[src/rtl/nrt_pkg.sv]
// Name registry table: shared types and constants.
// Used by every module of the block; no dependencies.
`default_nettype none

package nrt_pkg;

  localparam int TABLE_DEPTH_DEF = 128;
  localparam int ID_BITS_DEF     = 8;
  localparam int KEY_BITS        = 32;
  localparam int SENDER_BITS     = 8;
  localparam int FOUND_BITS      = 9;
  localparam int TYPE_BITS       = 2;
  localparam int QUEUE_DEPTH     = 2;

  localparam logic [TYPE_BITS-1:0] REQ_LOOKUP   = 2'd0;
  localparam logic [TYPE_BITS-1:0] REQ_REGISTER = 2'd1;

  typedef enum logic [1:0] {
    OP_LOOKUP   = 2'd0,
    OP_REGISTER = 2'd1,
    OP_ACK      = 2'd2
  } op_t;

  typedef struct packed {
    op_t                   op;
    logic [KEY_BITS-1:0]   key;
    logic [SENDER_BITS-1:0] sender;
  } req_t;

endpackage

`default_nettype wire

[src/rtl/nrt_front.sv]
// Request front end: classifies the request type and normalizes the key.
// Depends on nrt_pkg.
`default_nettype none

module nrt_front (
  input  wire logic                            in_valid,
  output logic                                 in_ready,
  input  wire logic [nrt_pkg::TYPE_BITS-1:0]   req_type,
  input  wire logic [nrt_pkg::KEY_BITS-1:0]    name_key,
  input  wire logic [nrt_pkg::SENDER_BITS-1:0] sender_id,
  output logic                                 push_valid,
  input  wire logic                            push_ready,
  output nrt_pkg::req_t                        push_req
);

  logic [nrt_pkg::KEY_BITS-1:0] key_norm;
  logic                         seen_zero;
  nrt_pkg::op_t                 op;

  // Clear every byte after the first zero byte.
  always_comb begin
    key_norm  = '0;
    seen_zero = 1'b0;
    for (int b = 0; b < nrt_pkg::KEY_BITS / 8; b++) begin
      if (name_key[8*b +: 8] == 8'd0) begin
        seen_zero = 1'b1;
      end
      if (!seen_zero) begin
        key_norm[8*b +: 8] = name_key[8*b +: 8];
      end
    end
  end

  always_comb begin
    case (req_type)
      nrt_pkg::REQ_LOOKUP:   op = nrt_pkg::OP_LOOKUP;
      nrt_pkg::REQ_REGISTER: op = nrt_pkg::OP_REGISTER;
      default:               op = nrt_pkg::OP_ACK;
    endcase
  end

  assign push_valid      = in_valid;
  assign in_ready        = push_ready;
  assign push_req.op     = op;
  assign push_req.key    = key_norm;
  assign push_req.sender = sender_id;

endmodule

`default_nettype wire

[config.mk]
export PLATFORM = sky130hd
export DESIGN_NAME = nrt_front
export DESIGN_NICKNAME = d
export VERILOG_FILES = /design/src/rtl/nrt_pkg.sv /design/src/rtl/nrt_front.sv
export SDC_FILE = /design/constraint.sdc
export NUM_CORES = 1
export LEC_CHECK = 0
export ABC_AREA = 1
export BUFFER_PORTS_ARGS = -buffer_cell sky130_fd_sc_hd__clkbuf_2
export CAP_MARGIN = 20
export CELL_PAD_IN_SITES_DETAIL_PLACEMENT = 1
export CELL_PAD_IN_SITES_GLOBAL_PLACEMENT = 2
export CORE_MARGIN = 1.5
export CORE_UTILIZATION = 10
export DETAILED_ROUTE_END_ITERATION = 16
export PLACE_DENSITY_LB_ADDON = 0.1
export SYNTH_ARGS = -nofsm -noshare
export SYNTH_HDL_FRONTEND = slang
export SYNTH_SLANG_ARGS = --single-unit
[constraint.sdc]
create_clock -name vclk -period 1.24
set_input_delay 0.062 -clock vclk [all_inputs]
set_output_delay 0.062 -clock vclk [all_outputs]
set_load 0.005 [all_outputs]
==> metrics <==
sequential cells=0; GR Util met1=between 6 and 7%; most used routing layer=met2; most frequent CP cell=nor2_1; Hold Crit Start=sender_id[1]; critical path data arrival time=0.90 ns; row count=23; setup TNS=0 ns; cell count along the critical path=8; most frequent cells after synthesis=38 x nor2_1, 25 x inv_1, 10 x buf_4; Largest stage delay, worst path=~0.21 ns; CLK BUF=0; slowest CP cell=nor2_1; Peak VDD IR=0.0441 mV; syn_nets=141; Chip Height=roughly 69 µm; crit path launch=name_key[7]; Antenna Nets Post-Route=0; core area=4090 µm²; Post-CTS Resized=0; Register Area=0 µm²; nature of the critical path endpoint=output pin; WL final=approximately 1.6 mm; wire per inst=8.41 µm; LEAKAGE=0.000526 µW; first-pass GRT wire length=2.35 mm; endpoints failing setup=0; # DRC=0; Initial Utilization=approximately a tenth; max cap viols=0; DR pass1 iterations=4; min cycle time layout=around 0.97 ns; Area Growth Syn to Fin=67.9%; crit path kind=in2out; RD Place Congestion=0.588; Area contributors post-synth=nor2_1 33%, inv_1 22%, buf_4 17%, clkbuf_1 7.8%, nand2_1 6.1%; overall routing resource usage=~6.1%; Slew @ Worst Pin=0.229 ns; grt ovf=0; most common cell in the synthesized netlist=nor2_1; number of unique standard cell types used by synthesis=12; Iter 0 DRT Violations=4; # placed instances=between 150 and 200; PwrDens=258 nW/µm²; I/O pin cnt=88; share of the synthesized area in the top cell type=about 33%; Crit Path Max Fanout=8; via count=694; DIE WIDTH=68.8 µm; n_diodes=0; period utilisation layout=77.9%; Syn Inst Count=97; Syn. warnings=0; CP Capture Point=push_req[28]; RSZ-0062 raised after global routing=false; WP buf/inv=2; drt via density=3.54; Slew headroom=between 80% and 90%; fin cells=196; global-route met2 utilization=12.9%; Worst path top cell family by delay=simple AND/OR/NAND/NOR gates; number of hold buffers added after cts=0; initial antenna violation count=0; vias in the first global route=592; outcome=finished, final reports clean; HP Class=in2out; crit path launch type=input port; # port buffers=68; syn_area_per_cell=between 4 and 5 µm²; layout cells sized above 1=between 50% and 60%; sequential area share after synthesis=0%; die area=4730 µm²; Post-DP HPWL=between 1.5 and 2 mm; synthesized area=~430 µm²; fmax=roughly 1.0 GHz; Synth area leader=nor2_1; Layout Nets=192; post-CTS setup buffers=0; final hold violations=0; grt met3 use=less than 1%; Max Slew Vio Count=0; CP cell instances=clkbuf_2 > nor2_1 > nand2_1 > nor2_1 > nor2_4 > nand2_2 > nor2_1 > clkbuf_2; largest net degree at the start of global routing=9; WP data required=1.18 ns
-- layout by cell type, fill, tap and decap left out, drive strengths merged --
cell	count
clkbuf	68
inv	26
nand2	8
nand3	1
nand4	1
nor2	40
nor3	2
-- final cells by class --
class | instances | area, µm²
fill | 566 | 3360
inverter | 26 | 97.6
tap | 50 | 62.6
timing repair buffer | 68 | 340
multi-input combinational | 52 | 226
-- power breakdown --
part | internal, µW | switching [µW]
Combinational | 101 | 86.5
Sequential | 0 | 0
Clock | 0 | 0
Total | 101 | 86.5
-- metal layers --
layer	vias up	wire, µm	share of wire (%)
li1	350	-	-
met1	300	544	33
met2	44	861	52
met3	0	243	15
met4	0	0	0
met5	-	0	0
-- through the flow --
step / total power [µW] / worst slack, ns / utilization, % / hold WS, ns / cell area [µm²]
floorplan: 99.6 / 0.562 / - / 0.155 / 433
global placement: 194 / 0.214 / 17.8 / 0.124 / 727
detailed placement: 192 / 0.231 / 17.8 / 0.124 / 727
CTS: 193 / 0.228 / 17.8 / 0.124 / 727
global route: 218 / 0.115 / 17.8 / 0.124 / 727
finish: 187 / 0.274 / 17.8 / 0.124 / 727
-- cell families after synthesis --
logic type | count (synthesis) | synth area share (%)
buffers and inverters | 45 | 47.7
and+or+nand+nor | 52 | 52.3
-- how the worst min path moves through the flow --
stage,endpoint,cells after the start
3_3_place_gp,push_req[1],0
5_1_grt,push_req[1],0
2_1_floorplan,push_req[40],1
6_report,push_req[1],0
4_1_cts,push_req[1],0
3_5_place_dp,push_req[1],0
Note: power is estimated with default switching activity, not from simulation.
