<file path="config.mk">
export PLATFORM = sky130hd
export DESIGN_NAME = nrt_queue
export DESIGN_NICKNAME = d
export VERILOG_FILES = /design/src/rtl/nrt_pkg.sv /design/src/rtl/nrt_queue.sv
export SDC_FILE = /design/constraint.sdc
export NUM_CORES = 1
export LEC_CHECK = 0
export ABC_CLOCK_PERIOD_IN_PS = 6150
export BUFFER_PORTS_ARGS = -buffer_cell sky130_fd_sc_hd__buf_2
export CAP_MARGIN = 20
export CORE_UTILIZATION = 46
export DETAILED_ROUTE_END_ITERATION = 8
export PLACE_DENSITY = 0.72
export REMOVE_ABC_BUFFERS = 1
export SKIP_CTS_REPAIR_TIMING = 1
export SYNTH_ARGS = -nofsm -noshare
export SYNTH_HDL_FRONTEND = slang
export SYNTH_SLANG_ARGS = --single-unit
</file>
<file path="constraint.sdc">
create_clock -name clk -period 6.15 [get_ports clk]
set_input_delay 0.3075 -clock clk [delete_from_list [all_inputs] [get_ports clk]]
set_output_delay 0.3075 -clock clk [all_outputs]
set_load 0.02 [all_outputs]
</file>
<file path="src/rtl/nrt_pkg.sv">
// Name registry table: shared types and constants.
// Used by every module of the block; no dependencies.
`default_nettype none

package nrt_pkg;

  localparam int TABLE_DEPTH_DEF = 128;
  localparam int ID_BITS_DEF     = 8;
  localparam int KEY_BITS        = 32;
  localparam int SENDER_BITS     = 8;
  localparam int FOUND_BITS      = 9;
  localparam int TYPE_BITS       = 2;
  localparam int QUEUE_DEPTH     = 2;

  localparam logic [TYPE_BITS-1:0] REQ_LOOKUP   = 2'd0;
  localparam logic [TYPE_BITS-1:0] REQ_REGISTER = 2'd1;

  typedef enum logic [1:0] {
    OP_LOOKUP   = 2'd0,
    OP_REGISTER = 2'd1,
    OP_ACK      = 2'd2
  } op_t;

  typedef struct packed {
    op_t                   op;
    logic [KEY_BITS-1:0]   key;
    logic [SENDER_BITS-1:0] sender;
  } req_t;

endpackage

`default_nettype wire

</file>
<file path="src/rtl/nrt_queue.sv">
// Short request queue between the front end and the table engine.
// Depends on nrt_pkg.
`default_nettype none

module nrt_queue #(
  parameter int DEPTH = nrt_pkg::QUEUE_DEPTH
) (
  input  wire logic          clk,
  input  wire logic          rst,
  input  wire logic          push_valid,
  output logic               push_ready,
  input  wire nrt_pkg::req_t push_req,
  output logic               pop_valid,
  input  wire logic          pop_ready,
  output nrt_pkg::req_t      pop_req
);

  localparam int PtrW = (DEPTH > 1) ? $clog2(DEPTH) : 1;
  localparam int CntW = $clog2(DEPTH + 1);

  nrt_pkg::req_t   slots [DEPTH];
  logic [PtrW-1:0] wr_ptr;
  logic [PtrW-1:0] rd_ptr;
  logic [CntW-1:0] fill;
  logic            do_push;
  logic            do_pop;

  assign push_ready = (fill != CntW'(DEPTH));
  assign pop_valid  = (fill != '0);
  assign pop_req    = slots[rd_ptr];
  assign do_push    = push_valid && push_ready;
  assign do_pop     = pop_valid && pop_ready;

  always_ff @(posedge clk) begin
    if (do_push) begin
      slots[wr_ptr] <= push_req;
    end
  end

  always_ff @(posedge clk) begin
    if (rst) begin
      wr_ptr <= '0;
      rd_ptr <= '0;
      fill   <= '0;
    end else begin
      if (do_push) begin
        wr_ptr <= (wr_ptr == PtrW'(DEPTH - 1)) ? '0 : wr_ptr + 1'b1;
      end
      if (do_pop) begin
        rd_ptr <= (rd_ptr == PtrW'(DEPTH - 1)) ? '0 : rd_ptr + 1'b1;
      end
      if (do_push && !do_pop) begin
        fill <= fill + 1'b1;
      end else if (do_pop && !do_push) begin
        fill <= fill - 1'b1;
      end
    end
  end

endmodule

`default_nettype wire

</file>
==> impl_metrics.json <==
{
  "yosys.cell_types.count": 17,
  "irDropWorstVdd_uv": 231,
  "clk_latency_ns": 0.34,
  "area.growth.synth_to_final_pct": 22.5,
  "viasPerCell": 4.70,
  "yosysSeqAreaShare_pct": 80.9,
  "powerDensity_mw_per_mm2": 408,
  "grt_max_degree": 43,
  "min_period_ns": 2.25,
  "min_period_over_period_pct": 36.6,
  "required_ns": 5.84,
  "worstHoldPathCells": 1,
  "drt_iter0_markers": 45,
  "drt-total-wl_mm": 5.23,
  "cp.arrival_ns": 1.95,
  "hold_ws_ns": 0.147,
  "die_h_um": 86.0,
  "wire_per_inst_um": 14.9,
  "setup_ws_ns": 3.90,
  "postPlaceCellArea_mm2": 0.00379,
  "drt_first_pass_iters": 6,
  "synth_edf_count": 84,
  "cts_tree": "built",
  "antenna_found_initial": 0,
  "drt.antenna.violating_nets": 0,
  "vias": 1651,
  "fp.dieArea_mm2": 0.00739,
  "path_max_fanout": 42,
  "grt.overflow.total": 0,
  "worst_pin_slew_ns": 1.03,
  "leakage_nw": 1.48,
  "critical_path_class": "reg -> out",
  "io_buffer_count": 89,
  "synthXorXnorAreaFrac_pct": 0.810,
  "gp_congestion": 0.646,
  "grt_pass1_wl_mm": 7.87,
  "async_reset_ff_share_pct": 0,
  "synthMuxAreaShare_pct": 14.6,
  "layout.nets": 297,
  "syn_inst": 155,
  "fillers": 534,
  "rsz0062_at_grt": "no",
  "finalSetupTns_ns": 0,
  "min_path_type": "in -> reg",
  "finalHoldViolCount": 0,
  "cts.root.buffer_cell": "clkbuf_8",
  "drive_gt1_share_pct": 58.4,
  "synth_area_mm2": 0.00324,
  "die_x_um": 86.0,
  "finClkSkew_ns": 0.0141,
  "synth_top_family_by_area": "multiplexers",
  "clk_pin_slew_ns": 0.09,
  "antenna_cells": 0,
  "slew_headroom_pct": 31.5,
  "clock.fmax_mhz": 444,
  "route.detailed.drc": 0,
  "numCtsBuffers": 9,
  "core-area_mm2": 0.00679,
  "h-tree-depth": 3,
  "worstSetupEndpointType": "output pin",
  "cts_buffer_depth": 2,
  "r2r_cells": 2,
  "pin_count": 90,
  "maxCapViolCount": 0,
  "fin_area_mm2": 0.00397,
  "report.final.slew_viol_count": 0,
  "avgSynthCellArea_um2": 20.9,
  "synth-compound-area-share_pct": 0.926,
  "outcome": "complete, no violations",
  "ys.flop_type": "edfxtp_1",
  "grt_pass1_vias": 1732,
  "synth-simple-area-share_pct": 1.54,
  "gr-usage-all-layers_pct": 14.8,
  "setup_violations": 0,
  "hpwl_mm": 3.13,
  "yosysWarnings": 0,
  "cp-start-kind": "register",
  "synth_seq_cells": 89,
  "synth-adder-area-share_pct": 0.386,
  "post-place-ws_ns": 4.22,
  "cts_num_sinks": 89,
  "row_count": 30,
  "start_util_pct": 47.7
}
-- Yosys cell counts, types with 2 or more instances --
cell       n  share of area [%]
buf_2      5               0.77
o21ai_0    2               0.31
a21oi_1    2               0.31
dfxtp_1    5                3.1
xor2_1     3               0.81
edfxtp_1  84                 78
nor2_1     3               0.35
mux2_2    42                 15
-- final cells by class --
| class | count | area (µm²) | share of cell area (%) |
|---|---|---|---|
| Timing Repair Buffer | 89 | 445 | 11.2 |
| Inverter | 1 | 3.75 | 0.0945 |
| Multi-Input combinational cell | 60 | 593 | 14.9 |
| Clock inverter | 6 | 58.8 | 1.48 |
| Sequential cell | 89 | 2620 | 66.0 |
| Tap cell | 96 | 120 | 3.02 |
| Clock buffer | 10 | 128 | 3.21 |
-- critical path, cell delays in order (launching register included) --
cell     delay, ns
dfxtp_2       1.01
mux2_2        0.44
buf_2         0.16
-- per-stage QoR --
step / util [%] / total power, mW / cells
4_1_cts: 58.5 / 1.64 / 351
6_report: 58.5 / 1.62 / 351
3_3_place_gp: 55.7 / 1.26 / 335
5_1_grt: 58.5 / 1.70 / 351
3_5_place_dp: 55.7 / 1.26 / 335
2_1_floorplan: - / 1.12 / 150
-- cells in the final DEF (no fill, tap or decap), drive strengths merged, types with 2 or more instances in the layout --
master / instances
o21ai: 2
clkinv: 4
edfxtp: 84
mux2: 42
a21oi: 2
dfxtp: 5
nor2: 3
buf: 89
clkbuf: 10
xor2: 3
-- sequential cells by signal, indices dropped and copies added (netlist names), named ones only --
signal  cells
slots      84
fill        2
rd_ptr      1
wr_ptr      1
-- path summary, 6_finish.rpt --
check	to	slack (ns)	start
max	pop_req[11]	3.90	register
min	slots[0][12]	0.15	push_req[12]
min reg2reg	fill[1]	0.54	fill[1]
max reg2reg	slots[1][31]	4.23	fill[0]
-- layer usage --
| metal | GRT usage, % | part of all wire (%) | wire, µm |
|---|---|---|---|
| met5 | 0 | 0 | 0 |
| met4 | 6.82 | 0.77 | 40 |
| met3 | 6.16 | 6.0 | 316 |
| met1 | 15.6 | 41 | 2150 |
| met2 | 25.7 | 52 | 2720 |
-- kinds of logic (layout without fill, tap and decap cells) --
| group | after synthesis | after routing |
|---|---|---|
| DFF | 89 | 89 |
| muxes | 42 | 42 |
| and+or+nand+nor | 9 | 9 |
| buffers and inverters | 6 | 106 |
| AOI/OAI and AO/OA | 5 | 5 |
| xor gates and xnor gates | 3 | 3 |
| adders and majority gates | 1 | 1 |
-- power by group --
part | switching [mW] | internal (mW) | leakage, nW | total (mW)
registers | 0.0594 | 0.759 | 0.826 | 0.818
logic | 0.242 | 0.184 | 0.562 | 0.426
clock network | 0.190 | 0.185 | 0.0913 | 0.375
Note: power is estimated with default switching activity, not from simulation.
